## src/rtl/sas_pkg.sv

```systemverilog
package sas_pkg;

  // Default store depth: samples held per run
  localparam int RunDepthDef = 64;

  // Field widths
  localparam int SampleW = 16;
  localparam int SquareW = 31;

  // Controller states
  typedef enum logic [2:0] {
    S_LOAD,
    S_MRD,
    S_MSQ,
    S_MWR,
    S_ERD,
    S_ELD,
    S_EOUT
  } sas_state_e;

  // Commands from controller to datapath
  typedef struct packed {
    logic load;     // accepted input transaction
    logic last;     // accepted transaction ends the run
    logic mrg_rd;   // read samples at both pointers
    logic mrg_sq;   // square the read samples
    logic mrg_wr;   // compare, write larger square, move pointer
    logic emt_rd;   // read square store at emit index
    logic emt_ld;   // load output registers
    logic emt_adv;  // advance emit index
    logic clear;    // end of run: clear count and drop flag
  } sas_cmd_t;

  // Status from datapath to controller
  typedef struct packed {
    logic slot_one;  // current merge write fills the front slot
    logic emt_last;  // current emit index is the last square
  } sas_status_t;

endpackage

```

## src/rtl/sas_ctrl.sv

```systemverilog
module sas_ctrl (
  input  logic                clk_i,
  input  logic                rst_ni,
  input  logic                in_valid_i,
  input  logic                end_of_run_i,
  output logic                in_ready_o,
  input  logic                out_ready_i,
  output logic                out_valid_o,
  input  sas_pkg::sas_status_t status_i,
  output sas_pkg::sas_cmd_t    cmd_o
);
  import sas_pkg::*;

  sas_state_e state_q, state_d;

  // State register
  always_ff @(posedge clk_i or negedge rst_ni) begin
    if (!rst_ni) begin
      state_q <= S_LOAD;
    end else begin
      state_q <= state_d;
    end
  end

  // Next state
  always_comb begin
    state_d = state_q;
    case (state_q)
      S_LOAD: begin
        if (in_valid_i && end_of_run_i) state_d = S_MRD;
      end
      S_MRD:  state_d = S_MSQ;
      S_MSQ:  state_d = S_MWR;
      S_MWR: begin
        state_d = status_i.slot_one ? S_ERD : S_MRD;
      end
      S_ERD:  state_d = S_ELD;
      S_ELD:  state_d = S_EOUT;
      S_EOUT: begin
        if (out_ready_i) state_d = status_i.emt_last ? S_LOAD : S_ERD;
      end
      default: state_d = S_LOAD;
    endcase
  end

  // Outputs
  always_comb begin
    cmd_o       = '0;
    in_ready_o  = 1'b0;
    out_valid_o = 1'b0;
    case (state_q)
      S_LOAD: begin
        in_ready_o = 1'b1;
        cmd_o.load = in_valid_i;
        cmd_o.last = in_valid_i && end_of_run_i;
      end
      S_MRD: cmd_o.mrg_rd = 1'b1;
      S_MSQ: cmd_o.mrg_sq = 1'b1;
      S_MWR: cmd_o.mrg_wr = 1'b1;
      S_ERD: cmd_o.emt_rd = 1'b1;
      S_ELD: cmd_o.emt_ld = 1'b1;
      S_EOUT: begin
        out_valid_o   = 1'b1;
        cmd_o.emt_adv = out_ready_i && !status_i.emt_last;
        cmd_o.clear   = out_ready_i && status_i.emt_last;
      end
      default: begin
        cmd_o = '0;
      end
    endcase
  end

  // Input and output sides are never open together
  a_in_out_excl: assert property (@(posedge clk_i) disable iff (!rst_ni)
    !(in_ready_o && out_valid_o))
    else $error("input ready while a result is offered");

  // A merge write always leads to another read or to emission
  a_mwr_next: assert property (@(posedge clk_i) disable iff (!rst_ni)
    (state_q == S_MWR) |=> (state_q == S_MRD || state_q == S_ERD))
    else $error("merge write left the merge walk");

  // A held result stays offered until taken
  a_out_hold: assert property (@(posedge clk_i) disable iff (!rst_ni)
    (out_valid_o && !out_ready_i) |=> out_valid_o)
    else $error("result withdrawn before it was taken");

endmodule

```

## src/rtl/sas_dpath.sv

```systemverilog
module sas_dpath #(
  parameter int RUN_DEPTH = sas_pkg::RunDepthDef
) (
  input  logic                         clk_i,
  input  logic                         rst_ni,
  input  logic signed [sas_pkg::SampleW-1:0] sample_i,
  input  sas_pkg::sas_cmd_t            cmd_i,
  output sas_pkg::sas_status_t         status_o,
  output logic [sas_pkg::SquareW-1:0]  square_o,
  output logic                         final_result_o,
  output logic                         overflowed_o
);
  import sas_pkg::*;

  localparam int AW = (RUN_DEPTH > 1) ? $clog2(RUN_DEPTH) : 1;
  localparam int CW = $clog2(RUN_DEPTH + 1);

  // Stores
  logic signed [SampleW-1:0] smp_mem [RUN_DEPTH];
  logic [SquareW-1:0]        sq_mem  [RUN_DEPTH];

  // Control registers
  logic [CW-1:0] cnt_q;
  logic          drop_q;
  logic [AW-1:0] left_q, right_q;
  logic [CW-1:0] slot_q;
  logic [CW-1:0] k_q;

  // Payload registers
  logic signed [SampleW-1:0] rd_l_q, rd_r_q;
  logic [SquareW-1:0]        sq_l_q, sq_r_q;
  logic [SquareW-1:0]        sq_rd_q;
  logic [SquareW-1:0]        square_q;
  logic                      final_q, ovf_q;

  logic          full;
  logic [CW-1:0] cnt_next;
  logic [CW-1:0] last_idx;
  logic [CW-1:0] slot_m1;
  logic [CW-1:0] k_p1;
  logic signed [2*SampleW-1:0] prod_l, prod_r;
  logic          take_left;
  logic [SquareW-1:0] wr_sq;

  assign full      = (cnt_q == CW'(RUN_DEPTH));
  assign cnt_next  = full ? cnt_q : CW'(cnt_q + CW'(1));
  assign last_idx  = CW'(cnt_next - CW'(1));
  assign slot_m1   = CW'(slot_q - CW'(1));
  assign k_p1      = CW'(k_q + CW'(1));
  assign prod_l    = rd_l_q * rd_l_q;
  assign prod_r    = rd_r_q * rd_r_q;
  assign take_left = (sq_l_q > sq_r_q);
  assign wr_sq     = take_left ? sq_l_q : sq_r_q;

  assign status_o.slot_one = (slot_q == CW'(1));
  assign status_o.emt_last = (k_p1 == cnt_q);

  // Sample store: write during load, read both pointers during merge
  always_ff @(posedge clk_i) begin
    if (cmd_i.load && !full) smp_mem[cnt_q[AW-1:0]] <= sample_i;
    if (cmd_i.mrg_rd) begin
      rd_l_q <= smp_mem[left_q];
      rd_r_q <= smp_mem[right_q];
    end
  end

  // Square store: write from the back during merge, read in emit order
  always_ff @(posedge clk_i) begin
    if (cmd_i.mrg_wr) sq_mem[slot_m1[AW-1:0]] <= wr_sq;
    if (cmd_i.emt_rd) sq_rd_q <= sq_mem[k_q[AW-1:0]];
  end

  // Square both read samples; the value fits in 31 bits
  always_ff @(posedge clk_i) begin
    if (cmd_i.mrg_sq) begin
      sq_l_q <= prod_l[SquareW-1:0];
      sq_r_q <= prod_r[SquareW-1:0];
    end
  end

  // Load output registers
  always_ff @(posedge clk_i) begin
    if (cmd_i.emt_ld) begin
      square_q <= sq_rd_q;
      final_q  <= status_o.emt_last;
      ovf_q    <= drop_q;
    end
  end

  // Run count, drop flag, pointers and emit index
  always_ff @(posedge clk_i or negedge rst_ni) begin
    if (!rst_ni) begin
      cnt_q   <= '0;
      drop_q  <= 1'b0;
      left_q  <= '0;
      right_q <= '0;
      slot_q  <= '0;
      k_q     <= '0;
    end else begin
      if (cmd_i.load) begin
        cnt_q <= cnt_next;
        if (full) drop_q <= 1'b1;
        if (cmd_i.last) begin
          left_q  <= '0;
          right_q <= last_idx[AW-1:0];
          slot_q  <= cnt_next;
          k_q     <= '0;
        end
      end
      if (cmd_i.mrg_wr) begin
        slot_q <= slot_m1;
        if (take_left) begin
          left_q <= AW'(left_q + AW'(1));
        end else if (right_q != '0) begin
          right_q <= AW'(right_q - AW'(1));
        end
      end
      if (cmd_i.emt_adv) k_q <= k_p1;
      if (cmd_i.clear) begin
        cnt_q  <= '0;
        drop_q <= 1'b0;
      end
    end
  end

  assign square_o       = square_q;
  assign final_result_o = final_q;
  assign overflowed_o   = ovf_q;

  // Pointers never cross while a merge step reads
  a_ptr_order: assert property (@(posedge clk_i) disable iff (!rst_ni)
    cmd_i.mrg_rd |-> (left_q <= right_q))
    else $error("merge pointers crossed");

  // A merge write always has a free slot
  a_slot_free: assert property (@(posedge clk_i) disable iff (!rst_ni)
    cmd_i.mrg_wr |-> (slot_q != '0))
    else $error("merge write with no slot left");

  // Emission reads only squares of the current run
  a_emit_range: assert property (@(posedge clk_i) disable iff (!rst_ni)
    cmd_i.emt_rd |-> (k_q < cnt_q))
    else $error("emit index beyond run length");

endmodule

```

## src/rtl/sorted_array_squares.sv

```systemverilog
// Sorted squares, two-pointer merge. Samples of a run enter one per cycle
// (in_ready_o is high while loading) until a transaction with end_of_run_i
// set; samples beyond RUN_DEPTH are dropped and the run's results carry
// overflowed_o. The last sample starts a merge walk that, for each stored
// sample, reads both pointers from the sample store, squares them, then
// compares and writes the larger square into the square store from the
// back. The squares are then offered in ascending order, each read from
// the square store, loaded into the output registers and held until taken;
// the final one carries final_result_o. No new samples are taken until the
// final square is taken.
module sorted_array_squares #(
  parameter int RUN_DEPTH = sas_pkg::RunDepthDef
) (
  input  logic                               clk_i,
  input  logic                               rst_ni,
  input  logic                               in_valid_i,
  output logic                               in_ready_o,
  input  logic signed [sas_pkg::SampleW-1:0] sample_i,
  input  logic                               end_of_run_i,
  output logic                               out_valid_o,
  input  logic                               out_ready_i,
  output logic [sas_pkg::SquareW-1:0]        square_o,
  output logic                               final_result_o,
  output logic                               overflowed_o
);
  import sas_pkg::*;

  sas_cmd_t    cmd;
  sas_status_t status;

  sas_ctrl u_ctrl (
    .clk_i        (clk_i),
    .rst_ni       (rst_ni),
    .in_valid_i   (in_valid_i),
    .end_of_run_i (end_of_run_i),
    .in_ready_o   (in_ready_o),
    .out_ready_i  (out_ready_i),
    .out_valid_o  (out_valid_o),
    .status_i     (status),
    .cmd_o        (cmd)
  );

  sas_dpath #(
    .RUN_DEPTH (RUN_DEPTH)
  ) u_dpath (
    .clk_i          (clk_i),
    .rst_ni         (rst_ni),
    .sample_i       (sample_i),
    .cmd_i          (cmd),
    .status_o       (status),
    .square_o       (square_o),
    .final_result_o (final_result_o),
    .overflowed_o   (overflowed_o)
  );

endmodule
```

## config.mk

```make
export PLATFORM = sky130hd
export DESIGN_NAME = sorted_array_squares
export DESIGN_NICKNAME = d
export VERILOG_FILES = /design/src/rtl/sas_pkg.sv /design/src/rtl/sas_ctrl.sv /design/src/rtl/sas_dpath.sv /design/src/rtl/sorted_array_squares.sv
export SDC_FILE = /design/constraint.sdc
export NUM_CORES = 2
export LEC_CHECK = 0
export BUFFER_PORTS_ARGS = -buffer_cell sky130_fd_sc_hd__buf_2
export CAP_MARGIN = 15
export CELL_PAD_IN_SITES_DETAIL_PLACEMENT = 0
export CELL_PAD_IN_SITES_GLOBAL_PLACEMENT = 1
export CORE_ASPECT_RATIO = 1.4
export CORE_MARGIN = 2
export CORE_UTILIZATION = 60
export CTS_CLUSTER_SIZE = 12
export DETAILED_ROUTE_END_ITERATION = 12
export GPL_TIMING_DRIVEN = 0
export PLACE_DENSITY = 0.91
export SYNTH_ARGS = -nofsm -noshare
export SYNTH_HDL_FRONTEND = slang
export SYNTH_SLANG_ARGS = --single-unit
```

## constraint.sdc

```tcl
create_clock -name clk_i -period 12.08 [get_ports clk_i]
set_clock_uncertainty 0.15 [all_clocks]
set_input_delay 0.604 -clock clk_i [delete_from_list [all_inputs] [get_ports clk_i]]
set_output_delay 0.604 -clock clk_i [all_outputs]
set_load 0.1 [all_outputs]
```

After elaboration in Yosys (flattened, before gate mapping)
Memory sizes are Yosys's and may differ from the RTL's. A register that Yosys moved wholly into a read port is not among the register bits.
Index checks and enable logic that the tools add are counted.
{"block": "classes", "n_eq_ne": 11, "muxes": 40, "order_cmp": 1, "shifts": 0, "mul": 2, "n_reduce_logical": 18, "n_bitwise": 0, "addsub": 6, "n_div": 0}
{"operator": "7-bit two-way mux", "count": 9}
{"operator": "16-bit by 16-bit multiplier with 31-bit output", "count": 2}
{"operator": "6-bit two-way mux", "count": 9}
{"operator": "31-bit greater-than comparator", "count": 1}
{"operator": "31-bit two-way mux", "count": 1}
{"operator": "3-bit one-hot mux with 7 select lines", "count": 1}
{"operator": "7-bit by 1-bit adder with 7-bit output (second input constant)", "count": 2}
{"operator": "1-bit two-way mux", "count": 14}
{"operator": "3-bit two-way mux", "count": 4}
{"operator": "2-bit nonzero test", "count": 6}
{"operator": "6-bit by 1-bit subtractor with 6-bit output (second input constant)", "count": 2}
{"operator": "3-bit == test (second input constant)", "count": 3}
{"operator": "2-bit AND reduction", "count": 4}
{"operator": "7-bit by 1-bit == test with 1-bit output (second input constant)", "count": 1}
{"operator": "7-bit == test", "count": 1}
{"operator": "7-bit == test (second input constant)", "count": 1}
{"operator": "7-bit by 1-bit subtractor with 7-bit output (second input constant)", "count": 1}
{"operator": "6-bit by 1-bit adder with 6-bit output (second input constant)", "count": 1}
{"operator": "3-bit by 2-bit == test with 1-bit output (second input constant)", "count": 2}
{"operator": "6-bit nonzero test", "count": 1}
{"operator": "1-bit logical AND", "count": 4}
{"operator": "2-bit two-way mux", "count": 2}
{"operator": "3-bit by 1-bit == test with 1-bit output (second input constant)", "count": 1}
{"operator": "3-bit logical NOT", "count": 1}
{"operator": "3 further kinds", "count": 4}
{"block": "totals", "ram_bits": 3008, "wordCells": 92, "romBits": 0, "inputBits": 21, "output_inout_bits": 35, "latch_bits": 0, "reg_bits": 132, "memories": 2}
{"name": "u_dpath.sq_mem", "words": 64, "width": 31, "read_ports": 1, "rd_ports_with_merged_regs": 1, "wr": 1, "line": "sas_dpath.sv:20", "text": "logic [SquareW-1:0] sq_mem [RUN_DEPTH];"}
{"name": "u_dpath.smp_mem", "words": 64, "width": 16, "read_ports": 2, "rd_ports_with_merged_regs": 2, "wr": 1, "line": "sas_dpath.sv:19", "text": "logic signed [SampleW-1:0] smp_mem [RUN_DEPTH];"}

Depth between registers and ports, before layout
{"block": "depth", "depth_word": 8, "mapped_depth": 24, "ltp_nobuf": 23}

Hierarchy
From an unflattened synthesis, not the netlist that was laid out.
{"block": "hier_totals", "hier_cells": 8588, "area_unflattened_um2": 146994.7}
{"mod": "sas_dpath", "cells_each": 8559, "n_inst": 1, "area_each_um2": 146732.0, "seq_area_each_um2": 93880.0}
{"mod": "sas_ctrl", "cells_each": 29, "n_inst": 1, "area_each_um2": 262.8, "seq_area_each_um2": 75.1}

Worst setup path before layout
OpenSTA, ideal clock, no wires.
{"block": "synth_path", "path_type": "register to register", "start": "register u_dpath.rd_l_q[15] (read register of u_dpath.smp_mem)", "end": "register u_dpath.sq_l_q[30], data pin", "slack_ps": 5514, "n_path_buf": 2, "t_arrival_ps": 6156, "path_stages_with_launch": 24, "path_cell_list": "edfxtp_1 clkbuf_1 inv_1 buf_1 nor2_1 fa_1 inv_1 fa_1 inv_1 fa_1 fa_1 fa_1 inv_1 fa_1 inv_1 ha_1 and4_1 and3_1 nand3_1 o221a_2 a31oi_1 a21o_1 a21oi_1 xnor2_1"}
{"block": "synth_between", "elab_chain_len": 1}
{"item": "from (decl)", "line": "sas_dpath.sv:30", "text": "logic signed [SampleW-1:0] rd_l_q, rd_r_q;"}
{"item": "16-bit by 16-bit multiplier with 31-bit output", "line": "sas_dpath.sv:50", "text": "assign prod_l = rd_l_q * rd_l_q;"}
{"item": "named net u_dpath.prod_l[30]", "line": "sas_dpath.sv:41", "text": "logic signed [2*SampleW-1:0] prod_l, prod_r;"}
{"item": "to (signal assigned)", "line": "sas_dpath.sv:76", "text": "sq_l_q <= prod_l[SquareW-1:0];"}
{"item": "to (decl)", "line": "sas_dpath.sv:31", "text": "logic [SquareW-1:0] sq_l_q, sq_r_q;"}
The timed path passes the listed nets, and every way through them passes these cells.
A chain may end at the register's enable or synchronous reset.

Worst setup path after layout
{"block": "layout_path", "start": "register u_dpath.rd_r_q[15] (read register of u_dpath.smp_mem)", "end": "register u_dpath.sq_r_q[30], data pin"}
{"block": "layout_between", "elab_chain_len": 1}
{"item": "from (decl)", "line": "sas_dpath.sv:30"}
{"item": "16-bit by 16-bit multiplier with 31-bit output", "line": "sas_dpath.sv:51", "text": "assign prod_r = rd_r_q * rd_r_q;"}
{"item": "named net u_dpath.prod_r[30]", "line": "sas_dpath.sv:41"}
{"item": "to (signal assigned)", "line": "sas_dpath.sv:77", "text": "sq_r_q <= prod_r[SquareW-1:0];"}
{"item": "to (decl)", "line": "sas_dpath.sv:31"}
The timed path passes the listed nets, and every way through them passes these cells.

==> metrics <==
outcome finished, final reports clean; # setup viols final 0; area delta synth->final 12.1%; GRT overflow 0; layout cell share with drive strength beyond 1 0.226; ANT nets after route 0; most frequent cells in the layout edfxtp_1 (3,098), mux4_2 (942), inv_1 (684), fa_1 (458), mux2i_1 (365); EDFF count, synth 3,098; Synth Area in Simple Gates 0.0242; crit path DAT 8.52 ns; final hold vios 0; mux contribution to synthesized area 0.182; WL final 447 mm; RSZ-0062 raised after global routing false; Slew headroom 0.0238; Most used DFF post-synth edfxtp_1; IO Count 56; DRC viols 0; Global Route Usage Sum 0.357; Max-Cap Viols 0; Filler Cell Count 15.2k; critical path data required time 12.53 ns; routed wire length per instance 36.9 µm; CORE AREA 0.243 mm²; H-tree Lvls 5; DRT iter0 DRCs 11.7k; count of cell types in the netlist 67; clock root cell clkbuf_16; clock tree sinks 3,135; share of the yosys chip area belonging to registers 0.642; main combinational cell family by area after synthesis multiplexers; Worst setup EP type register; num rows 214; asr flop ratio synth 0.0118; first-pass GRT wire length 621 mm; Worst-path clk slew 0.06 ns; Via density 6.99; Final Max Tran Viols 0; largest net degree at the start of global routing 65; Final nets 9,393; worst hold path class primary input to register; startpoint types register; die area 0.248 mm²; CTS buffer count 312; Initial Util 0.603; fmax 0.124 GHz; Compound-Gate Fraction of Synth Area 0.0347; Worst Setup Path Type register to register; Final Wtd Congestion 1.01; Setup TNS Final 0 ns; vias in the first global route 87.3k; Cell Area, Synth 0.146 mm²; minimum clock period 8.08 ns; worst-path maximum fanout 8; clk_lat worst skew 0.89 ns; Adder-Cell Fraction of Synth Area 0.0802; CTS max path bufs 4; total number of vias 84.7k; CTS tree done; Die H 588 µm; #FFs+latches synth 3,135; Ys Warns 0; hpwl dp 310 mm; DR pass1 iterations 9; input/output buffers 54; post-synthesis xor/xnor area fraction 0.00688; Mapped Nets 8,822; die span in x 421 µm; commonest non-fill, non-tap cell in the layout edfxtp_1; antenna violations before repair 72; Mapped Cells 8,138; worst slew pin tran 1.46 ns; period utilization 0.669; Mean Syn Cell Area 18.0 µm²
through the flow:
step	hold slack (ns)	instance area, µm²	instances	worst slack (ns)	utilization
5_1_grt	0.0433	164000	12100	3.77	0.676
2_1_floorplan	0.158	146000	8138	5.51	-
3_3_place_gp	0.252	151000	11400	2.11	0.621
6_report	0.0189	164000	12100	4.00	0.676
4_1_cts	0.00125	163000	12000	4.00	0.673
3_5_place_dp	0.255	155000	11600	4.02	0.637
state kept, by name (all words and copies together), names as in the netlist, 16 cells and up:
name / flops
u_dpath.sq_mem: 1920
u_dpath.smp_mem: 1024
u_dpath.sq_l_q: 30
u_dpath.sq_r_q: 30
u_dpath.sq_rd_q: 30
u_dpath.square_o: 30
u_dpath.rd_l_q: 16
u_dpath.rd_r_q: 16
cells by family (layout without fill, tap and decap cells):
group                      Yosys count  in the layout
adders and majority gates          663            663
buffers and inverters             1131           1809
xor gates and xnor gates           115            115
DFF                               3135           3135
other                                1             65
AOI/OAI and AO/OA                  820            820
and+or+nand+nor                    813            813
muxes                             1460           1460
routing by layer:
metal,global-route usage,routed length (µm),share of wire,up-vias
li1,-,-,-,32900
met1,0.372,128000,0.29,43100
met2,0.596,223000,0.50,6715
met3,0.0800,43900,0.098,1975
met4,0.340,51700,0.12,30
met5,0,271,0.00061,-
layout make-up:
cell class	count	area, µm²	share of cell area
sequential	3135	94000	0.573
multi-input combinational	3872	48700	0.297
clock buffer	382	8250	0.0503
timing repair buffer	257	4090	0.0249
tap	3240	4050	0.0247
inverter	688	2580	0.0157
buffer	443	1890	0.0115
clock inverter	39	385	0.00235
antenna	64	160	0.000976
critical path: stages, from the launching register on:
cell       delay [ns]
edfxtp_1         0.39
clkbuf_1         0.48
clkinv_1         0.45
nor2_1           0.36
fa_1             0.62
inv_1            0.14
fa_1             0.51
inv_1            0.26
fa_1             0.49
fa_1             0.57
fa_1             0.45
fa_1             0.56
ha_1             0.32
clkbuf_1         0.26
nand4_1          0.22
nor2_1           0.19
o2111ai_1        0.24
a21oi_1          0.27
a2111o_1         0.14
a21oi_1          0.07
xnor2_1          0.59
synth_stat cells (all sizes together) (81+ instances only):
cell type / instances / area, µm²
edfxtp: 3098 / 93000
mux4: 942 / 21200
inv: 685 / 2570
fa: 458 / 9170
mux2i: 365 / 3650
nand2: 336 / 1260
a21oi: 295 / 1480
nor2: 259 / 972
clkbuf: 256 / 961
ha: 205 / 2560
buf: 187 / 925
o21ai: 160 / 801
mux2: 153 / 1720
o221ai: 126 / 1100
o22ai: 122 / 763
xnor2: 81 / 709
final timing paths:
path	from	endpoint	slack [ns]	depth (start not counted)
worst max-delay path	u_dpath.rd_r_q[15]$_DFFE_PP_	u_dpath.sq_r_q[30]$_DFFE_PP_	4.00	20
worst min-delay path	in_valid_i	u_ctrl.state_q[0]$_DFFE_PN0P_	0.02	5
worst max register to register	u_dpath.rd_r_q[15]$_DFFE_PP_	u_dpath.sq_r_q[30]$_DFFE_PP_	4.00	20
worst min register to register	u_dpath.sq_rd_q[14]$_DFFE_PP_	u_dpath.square_o[14]$_DFFE_PN_	0.27	0
max in group asynchronous	rst_ni	u_dpath.k_q[4]$_DFFE_PN0P_	10.75	2
min in group asynchronous	rst_ni	u_dpath.left_q[3]$_DFF_PN0_	0.37	2
timing repair:
item                                   in CTS  in global routing
hold buffers                                2                  2
buffers inserted                            0                  0
gates resized for setup                     0                  0
setup endpoints to repair                   0                  0
endpoints found under the hold margin      39                 20
Power is not shown: default switching activity piles up to over one toggle a cycle in this logic, so the estimate is an artifact.
